### src/rtl/gfcse_pkg.sv
// Types, constants and GF(2^8) helpers of the Chien search evaluator
`timescale 1ns / 1ps

package gfcse_pkg;

  localparam int GF_FIELD_SIZE = 256;
  localparam int GF_ORDER      = GF_FIELD_SIZE - 1;
  localparam logic [7:0] GF_MASK = 8'hb8;
  localparam int MAX_DEGREE    = 16;
  localparam int COEF_IDX_W    = $clog2(MAX_DEGREE + 1);

  // Request kinds carried in tuser
  localparam logic OP_LOAD = 1'b0;
  localparam logic OP_EVAL = 1'b1;

  // Configuration register indexes
  localparam logic [1:0] CFG_FIRST_LOCATION = 2'd0;
  localparam logic [1:0] CFG_LOCATION_COUNT = 2'd1;
  localparam logic [1:0] CFG_POLY_DEGREE    = 2'd2;

  typedef logic [7:0] vec_table_t [GF_FIELD_SIZE];

  typedef struct packed {
    logic load;      // store one coefficient, restart the location count
    logic start;     // latch step data for a new evaluation
    logic step;      // fold one term into the accumulator
    logic out_load;  // move the finished result into the output register
  } dp_cmd_t;

  typedef struct packed {
    logic last_term; // current term is the highest one in use
  } dp_status_t;

  // Antilog table: exponent code e+1 -> vector form, code 0 -> 0
  function automatic vec_table_t build_exp_table();
    vec_table_t tab;
    logic [7:0] v;
    logic c;
    tab[0] = 8'd0;
    v = 8'(GF_FIELD_SIZE >> 1);
    for (int e = 0; e < GF_ORDER; e++) begin
      c = v[0];
      v = v >> 1;
      if (c) begin
        v = v ^ GF_MASK;
      end
      tab[e + 1] = v;
    end
    return tab;
  endfunction

  localparam vec_table_t EXP_TO_VEC = build_exp_table();

  // (a + b) mod GF_ORDER for a + b below twice GF_ORDER
  function automatic logic [7:0] mod_add(input logic [7:0] a, input logic [7:0] b);
    logic [8:0] sum;
    sum = {1'b0, a} + {1'b0, b};
    return (sum >= 9'(GF_ORDER)) ? 8'(sum - 9'(GF_ORDER)) : sum[7:0];
  endfunction

endpackage

### src/rtl/gfcse_ctrl.sv
// Sequencer of the Chien search evaluator: request intake, term loop, output hold
`timescale 1ns / 1ps

module gfcse_ctrl
  import gfcse_pkg::*;
(
  input  logic       clk,
  input  logic       rst,
  input  logic       in_valid,
  output logic       in_ready,
  input  logic       in_op,
  output logic       out_valid,
  input  logic       out_ready,
  output dp_cmd_t    cmd,
  input  dp_status_t status
);

  typedef enum logic [1:0] {S_IDLE, S_ACC, S_FLUSH} state_t;

  state_t state;
  logic   accept;

  assign in_ready = (state == S_IDLE);
  assign accept   = in_valid && in_ready;

  always_comb begin
    cmd          = '0;
    cmd.load     = accept && (in_op == OP_LOAD);
    cmd.start    = accept && (in_op == OP_EVAL);
    cmd.step     = (state == S_ACC);
    cmd.out_load = (state == S_FLUSH) && (!out_valid || out_ready);
  end

  always_ff @(posedge clk) begin
    if (rst) begin
      state     <= S_IDLE;
      out_valid <= 1'b0;
    end else begin
      case (state)
        S_IDLE: begin
          if (cmd.start) begin
            state <= S_ACC;
          end
        end
        S_ACC: begin
          if (status.last_term) begin
            state <= S_FLUSH;
          end
        end
        S_FLUSH: begin
          if (cmd.out_load) begin
            state <= S_IDLE;
          end
        end
        default: state <= S_IDLE;
      endcase
      if (cmd.out_load) begin
        out_valid <= 1'b1;
      end else if (out_ready) begin
        out_valid <= 1'b0;
      end
    end
  end

endmodule

### src/rtl/gfcse_datapath.sv
// Datapath of the Chien search evaluator: registers, coefficient store, term unit
`timescale 1ns / 1ps

module gfcse_datapath
  import gfcse_pkg::*;
(
  input  logic                  clk,
  input  logic                  rst,
  input  logic                  cfg_we,
  input  logic [1:0]            cfg_index,
  input  logic [7:0]            cfg_data,
  input  logic [COEF_IDX_W-1:0] in_index,
  input  logic [7:0]            in_value,
  input  dp_cmd_t               cmd,
  output dp_status_t            status,
  output logic [7:0]            out_eval,
  output logic [7:0]            out_slot,
  output logic                  out_last
);

  logic [7:0] first_location;
  logic [7:0] location_count;
  logic [4:0] poly_degree;

  logic [7:0] coef [MAX_DEGREE + 1];
  logic [7:0] step_count;

  logic [7:0]            step_exp;   // (x exponent + l) mod order
  logic [7:0]            term_pow;   // i * step_exp mod order
  logic [COEF_IDX_W-1:0] term_idx;
  logic [7:0]            acc;
  logic [7:0]            slot;
  logic                  last;

  logic [COEF_IDX_W-1:0] deg_clamped;
  logic [7:0]            a;
  logic [7:0]            term_code;

  always_comb begin
    if (poly_degree > 5'(MAX_DEGREE)) begin
      deg_clamped = COEF_IDX_W'(MAX_DEGREE);
    end else begin
      deg_clamped = COEF_IDX_W'(poly_degree);
    end
  end

  assign status.last_term = (term_idx == deg_clamped);

  assign a = coef[term_idx];

  always_comb begin
    if (term_idx == '0) begin
      term_code = a;
    end else if (a != 8'd0 && first_location != 8'd0) begin
      term_code = mod_add(a - 8'd1, term_pow) + 8'd1;
    end else begin
      term_code = 8'd0;
    end
  end

  always_ff @(posedge clk) begin
    if (rst) begin
      first_location <= 8'd1;
      location_count <= 8'd254;
      poly_degree    <= 5'd0;
    end else if (cfg_we) begin
      case (cfg_index)
        CFG_FIRST_LOCATION: first_location <= cfg_data;
        CFG_LOCATION_COUNT: location_count <= cfg_data;
        CFG_POLY_DEGREE:    poly_degree    <= cfg_data[4:0];
        default: ;
      endcase
    end
  end

  always_ff @(posedge clk) begin
    if (rst) begin
      for (int k = 0; k <= MAX_DEGREE; k++) begin
        coef[k] <= 8'd0;
      end
      step_count <= 8'd0;
    end else if (cmd.load) begin
      if (in_index <= COEF_IDX_W'(MAX_DEGREE)) begin
        coef[in_index] <= in_value;
        step_count     <= 8'd0;
      end
    end else if (cmd.start) begin
      if (step_count < location_count) begin
        step_count <= step_count + 8'd1;
      end else begin
        step_count <= 8'd0;
      end
    end
  end

  always_ff @(posedge clk) begin
    if (cmd.start) begin
      step_exp <= mod_add(first_location - 8'd1, step_count);
      term_pow <= 8'd0;
      term_idx <= '0;
      acc      <= 8'd0;
      if (step_count < location_count) begin
        slot <= location_count - step_count;
        last <= 1'b0;
      end else begin
        slot <= 8'd0;
        last <= 1'b1;
      end
    end else if (cmd.step) begin
      acc      <= acc ^ EXP_TO_VEC[term_code];
      term_pow <= mod_add(term_pow, step_exp);
      term_idx <= term_idx + COEF_IDX_W'(1);
    end
  end

  always_ff @(posedge clk) begin
    if (cmd.out_load) begin
      out_eval <= acc;
      out_slot <= slot;
      out_last <= last;
    end
  end

endmodule

### src/rtl/gf_chien_search_evaluator.sv
// Chien search evaluator over GF(2^8): top level with stream and config ports
// Evaluation: an accepted evaluate request walks terms 0..D through the datapath,
//   D = min(poly_degree, 16); the shared term unit folds one coefficient per cycle.
// Intake: a new request is taken only while idle, once the previous one is done.
// Reset: synchronous, active high; clears coefficients, step count, output valid,
//   and sets first_location 1, location_count 254, poly_degree 0.
`timescale 1ns / 1ps

module gf_chien_search_evaluator
  import gfcse_pkg::*;
(
  input  logic        clk,
  input  logic        rst,
  // configuration write port
  input  logic        cfg_we,
  input  logic [1:0]  cfg_index,
  input  logic [7:0]  cfg_data,
  // request stream
  input  logic        s_axis_tvalid,
  output logic        s_axis_tready,
  input  logic [15:0] s_axis_tdata,   // [4:0] coef_index, [12:5] coef_value, zero fill
  input  logic [0:0]  s_axis_tuser,   // [0] op
  // result stream
  output logic        m_axis_tvalid,
  input  logic        m_axis_tready,
  output logic [15:0] m_axis_tdata,   // [7:0] eval_value, [15:8] slot_index
  output logic        m_axis_tlast    // last
);

  dp_cmd_t    cmd;
  dp_status_t status;
  logic [7:0] out_eval;
  logic [7:0] out_slot;
  logic       out_last;

  // The sequencer takes one request at a time: a load writes the coefficient
  // store in its accept cycle, an evaluate walks terms 0..D through the datapath
  // and then waits until the output register is free.
  gfcse_ctrl u_ctrl (
    .clk       (clk),
    .rst       (rst),
    .in_valid  (s_axis_tvalid),
    .in_ready  (s_axis_tready),
    .in_op     (s_axis_tuser[0]),
    .out_valid (m_axis_tvalid),
    .out_ready (m_axis_tready),
    .cmd       (cmd),
    .status    (status)
  );

  // Term exponents advance by a constant step each cycle, so no multiplier is
  // needed: term i uses i * (x + l) mod 255 built by repeated modular adds.
  gfcse_datapath u_datapath (
    .clk       (clk),
    .rst       (rst),
    .cfg_we    (cfg_we),
    .cfg_index (cfg_index),
    .cfg_data  (cfg_data),
    .in_index  (s_axis_tdata[COEF_IDX_W-1:0]),
    .in_value  (s_axis_tdata[12:5]),
    .cmd       (cmd),
    .status    (status),
    .out_eval  (out_eval),
    .out_slot  (out_slot),
    .out_last  (out_last)
  );

  // Output register holds the result until the consumer takes it
  assign m_axis_tdata = {out_slot, out_eval};
  assign m_axis_tlast = out_last;

endmodule

### config.mk
export PLATFORM = sky130hd
export DESIGN_NAME = gf_chien_search_evaluator
export DESIGN_NICKNAME = d
export VERILOG_FILES = /design/src/rtl/gfcse_pkg.sv /design/src/rtl/gfcse_ctrl.sv /design/src/rtl/gfcse_datapath.sv /design/src/rtl/gf_chien_search_evaluator.sv
export SDC_FILE = /design/constraint.sdc
export NUM_CORES = 1
export LEC_CHECK = 0
export ABC_AREA = 1
export CORE_MARGIN = 4
export CORE_UTILIZATION = 50
export DETAILED_ROUTE_END_ITERATION = 16
export DONT_BUFFER_PORTS = 1
export HOLD_SLACK_MARGIN = 0.06
export PLACE_DENSITY = 0.74
export SYNTH_ARGS = -nofsm -noshare
export SYNTH_HDL_FRONTEND = slang
export SYNTH_SLANG_ARGS = --single-unit
### constraint.sdc
create_clock -name clk -period 7 [get_ports clk]
set_clock_uncertainty 0.05 [all_clocks]
set_input_delay 2.1 -clock clk [delete_from_list [all_inputs] [get_ports clk]]
set_output_delay 2.1 -clock clk [all_outputs]
set_load 0.03 [all_outputs]
==> Yosys cells after proc, flatten, opt, wreduce, memory -nomap -nowiden <==
Memory sizes are Yosys's and may differ from the RTL's. A register that Yosys moved wholly into a read port is not among the register bits.
Cells that the tools add are included.
{ "classes": {"muxes": 30, "n_reduce_logical": 20, "addsub": 12, "n_lt_le_gt_ge": 7, "bitwise": 3, "eq_ne": 9} }
{ "op_table": {"columns": ["op", "count"], "rows": [
  ["two-way mux 8 bit", 12],
  ["adder 8 x 8 -> 9 bit", 3],
  ["greater-or-equal comparator 9 x 8 -> 1 bit, second input constant", 3],
  ["subtractor 8 bit, second input constant", 3],
  ["two-way mux 5 bit", 4],
  ["adder 8 x 1 -> 8 bit, second input constant", 2],
  ["nonzero test 8 bit", 2],
  ["subtractor 8 x 1 -> 8 bit, second input constant", 2],
  ["two-way mux 1 bit", 10],
  ["greater-or-equal comparator 9 bit, second input constant", 1],
  ["NOT 8 -> 9 bit", 1],
  ["< comparator 8 bit", 1],
  ["AND reduction 2 bit", 4],
  ["OR reduction 8 bit", 1],
  ["subtractor 8 bit", 1],
  ["bitwise XOR 8 bit", 1],
  ["two-way mux 2 bit", 3],
  ["case mux 2 bit (3 select lines)", 1],
  ["adder 5 x 1 -> 5 bit, second input constant", 1],
  ["equality test 5 bit", 1],
  ["greater-than comparator 5 bit, second input constant", 1],
  ["<= comparator 5 bit, second input constant", 1],
  ["logical AND 1 bit", 5],
  ["zero test 5 bit", 1],
  ["other kinds (10)", 16]
]} }
{ "word_totals": {"n_memories": 2, "rom_bits": 2048, "inputBits": 32, "mem_bits_rw": 136, "word_cells": 98, "out_inout_bits": 19, "reg_bits": 87} }
{ "memory_table": {"columns": ["memory", "words", "width", "rd", "rd_ports_with_merged_regs", "wr", "line", "text"], "rows": [
  ["(name not given)", 256, 8, 1, 0, 0, "gfcse_datapath.sv:110", "acc <= acc ^ EXP_TO_VEC[term_code];"],
  ["u_datapath.coef", 17, 8, 1, 1, 17, "gfcse_datapath.sv:25", "logic [7:0] coef [MAX_DEGREE + 1];"]
]} }

==> Longest topological paths before layout <==
{ "depth": {"word_depth": 12, "depth_mapped": 45, "ltp_nobuf": 42} }

==> Hierarchy <==
From an unflattened synthesis, not the netlist that was laid out.
{ "unflattened": {"cells_unflattened": 2530, "area_unflattened_um2": 20357.0} }
{ "by_module_without_submodules": {"columns": ["mod", "n_inst", "cells_per_inst", "seq_area_each_um2", "area_each_um2"], "rows": [
  ["gfcse_datapath", 1, 2509, 9809.4, 20178.1],
  ["gfcse_ctrl", 1, 21, 60.1, 178.9]
]} }

==> Least setup slack after synthesis <==
OpenSTA, ideal clock, no wires.
{ "synth_timing": {"path_kind": "register -> register", "from": "register (tool-made name)", "to": "register u_datapath.acc[2]", "path_stages_with_launch": 40, "n_path_buf": 3, "path_slack_ns": 1.584, "period_less_slack_ns": 5.416, "setup_ns": 0.110, "t_arrival_ns": 5.256, "required_ns": 6.840, "path_cell_list": "dfxtp_1 buf_2 buf_4 clkbuf_1 o21ai_0 o221ai_1 nand3_1 nand3_1 nand2_1 ha_1 fa_1 inv_1 ha_1 inv_1 nor2_1 o21ai_1 nor2_2 nand3_4 (+4 left out) nand3_1 nand2_2 inv_1 ha_1 inv_1 nand3_1 nand2_1 nand2_1 nand2_1 nand2_1 nand2_1 nand2_1 nand2_1 nand3_1 nand3_1 nand2_1 inv_1 nor2_1"} }
{ "synth_rtl": {"columns": ["element", "line", "text"], "rows": [
  ["to (signal assigned)", "gfcse_datapath.sv:110", null],
  ["to (decl)", "gfcse_datapath.sv:31", "logic [7:0] acc;"]
]} }

==> impl_metrics.tcl <==
set metrics [dict create \
    status "finished clean" \
    crit_top_cell "nand3_1" \
    start_util_pct 50.8 \
    dr.pass1.iters 9 \
    ys_seq_area_share_pct 48.6 \
    worst_slew_pin_slew_ns 1.19 \
    postCtsHoldBufs 0 \
    maxCapViolations 0 \
    tns_ns 0 \
    dp_hpwl_um 36700 \
    max_stage_delay_ns 0.39 \
    synth-edff-count 290 \
    cp-start-kind "register" \
    final_antenna_net_count 0 \
    synth_top_family_by_area "simple AND/OR/NAND/NOR gates" \
    synthAdderAreaFrac_pct 4.64 \
    coreArea_um2 40000 \
    r2r_setup_slack_ns 0.39 \
    htreeDepth 2 \
    rsz0062_at_grt "no" \
    timing.final.crit_share_pct 94.4 \
    max_slew_margin_pct 20.8 \
    hold_ws_ns 0.369 \
    via_count 17734 \
    ys_warn_count 0 \
    grt_pass1_wl_um 88500 \
    drive_gt1_share_pct 5.65 \
    row_count 73 \
    synth_common_cells "701 x nand2_1, 499 x nand3_1, 290 x edfxtp_1" \
    async_flop_share_pct 0 \
    ys.flop_type "edfxtp_1" \
    drc_errors 0 \
    post_cts_buffers 0 \
    gp_congestion 0.995 \
    crit_slowest_cell "nand2_1" \
    critPathRequiredTime_ns 7.38 \
    finalSetupViolations 0 \
    finalWirelength_um 55900 \
    worst_path_dominant_cell_family "simple AND/OR/NAND/NOR gates" \
    synthSimpleGateAreaFrac_pct 33.3 \
    worst_hold_path_type "reg2reg" \
    syn_inst 2487 \
    ys_top_cells_by_area "edfxtp_1 43%, nand2_1 13%, nand3_1 12%" \
    portBuffers 0 \
    crit_buf_inv 5 \
    synth-xor-area-share_pct 1.98 \
    postSynthAreaPerCell_um2 8.17 \
    grt_pass1_vias 16710 \
    wl_per_cell_um 18.0 \
    clockBufferDepth 3 \
    die_area_um2 43900 \
    die_width_um 210 \
    cts_sinks 348 \
    post-route-min-period_ns 6.61 \
    muxShareOfSynthArea_pct 0 \
    critPathKind "reg2reg" \
    layout.core_utilization_pct 55.7 \
    max_freq_mhz 151 \
    fin_nets 2663 \
    track_usage_pct 24.7 \
    dr.first_iter.drc_count 1985 \
    yosysMostFrequentCell "nand2_1" \
    yosysUniqueCellTypes 57 \
    numCtsBuffers 37 \
    synth_area_leader_cell "edfxtp_1" \
    cts-root-buf "clkbuf_16" \
    grt-ovfl-total 0 \
    hold_viol 0 \
    arrival_ns 6.99 \
    yosysTopAreaCellShare_pct 42.8 \
    antenna_found_initial 0 \
    clkLatencyLatePin_ns 0.54 \
    critPathCaptureType "register" \
    grt_max_degree 129 \
    via_per_inst 5.71 \
    die_y_um 210 \
    io_pins 51 \
    syn_area_um2 20300 \
    ctsResizeCount 0 \
    drv_slew 0 \
    ys_ff_latch 348 \
    crit_path_max_fanout 34 \
    synth_compound_area_share_pct 4.84 \
    diodes 0 \
    cts_tree "done" \
    synthToLayoutAreaGrowth_pct 9.60 \
    clkTransAtPathRegs_ns 0.06 \
]
-- final cells by class --
cell class              instances  area, µm²
repair buffers                 39        388
flip-flops and latches        348       9870
fillers                      3620      17700
clock buffers                  44        973
inverters                     170        648
well taps                     525        657
multi-input cells            1962       9570
clock inverters                19        171
-- routing by layer --
| layer | vias up | global-route usage (%) | wire length (µm) |
|---|---|---|---|
| li1 | 8406 | - | - |
| met5 | - | 0 | 0 |
| met1 | 8279 | 32.9 | 22200 |
| met4 | 0 | 10.2 | 2290 |
| met2 | 879 | 40.1 | 26000 |
| met3 | 170 | 4.45 | 5360 |
-- cells by family after synthesis --
family | after synthesis
and+or+nand+nor | 1560
buffers and inverters | 296
AOI/OAI and AO/OA | 164
xor gates and xnor gates | 45
adders and majority gates | 73
DFF | 348
other | 1
-- worst register-to-register path, delay by kind of cell (launching register included) --
family / cells / cell delay [ns]
compound gates: 1 / 0.19
fa+ha+maj: 2 / 0.49
flops: 1 / 0.37
simple gates: 29 / 4.03
buf+inv: 5 / 1.11
xor+xnor: 1 / 0.23
-- flip-flops by register name, summed over array words and instances (netlist names), 8 cells and up, named ones only --
signal,count
u_datapath.location_count,8
u_datapath.slot,8
u_datapath.step_exp,8
u_datapath.step_count,8
u_datapath.first_location,8
u_datapath.coef,256
u_datapath.term_pow,8
u_datapath.acc,8
u_datapath.out_eval,8
u_datapath.out_slot,8
-- path summary, 6_finish.rpt --
check | startpoint | to | cells past startpoint
worst max-delay path | register | u_datapath.acc[1]$_SDFFE_PP0P_ | 38
worst min-delay path | u_datapath.slot[5]$_SDFFCE_PP0P_ | u_datapath.out_slot[5]$_DFFE_PP_ | 0
worst max register to register | register | u_datapath.acc[1]$_SDFFE_PP0P_ | 38
worst min register to register | u_datapath.slot[5]$_SDFFCE_PP0P_ | u_datapath.out_slot[5]$_DFFE_PP_ | 0
-- cell usage in the layout, fill, tap and decap left out, types with 5 or more instances in the layout --
cell type,count
nand2_2,12
edfxtp_1,290
ha_1,69
inv_1,145
buf_4,32
a21oi_1,46
nand3_1,498
or2_2,5
clkbuf_16,38
nor3_1,21
o21bai_1,8
nand2_1,701
o21ai_0,69
inv_2,12
conb_1,120
clkinv_1,18
buf_12,6
o221ai_1,17
xor2_1,32
nand4_1,24
nor2_1,270
clkbuf_1,6
dfxtp_1,56
nand3_2,6
xnor2_1,12
-- through the flow --
| step | setup WS (ns) | instances | area [µm²] |
|---|---|---|---|
| after floorplan | 1.58 | 2606 | 20800 |
| after global placement | 0.695 | 3044 | 21100 |
| after detailed placement | 0.523 | 3044 | 21100 |
| after CTS | 0.494 | 3107 | 22300 |
| after global routing | 0.0177 | 3107 | 22300 |
| final | 0.394 | 3107 | 22300 |
Power is not shown: default switching activity piles up to over one toggle a cycle in this logic, so the estimate is an artifact.
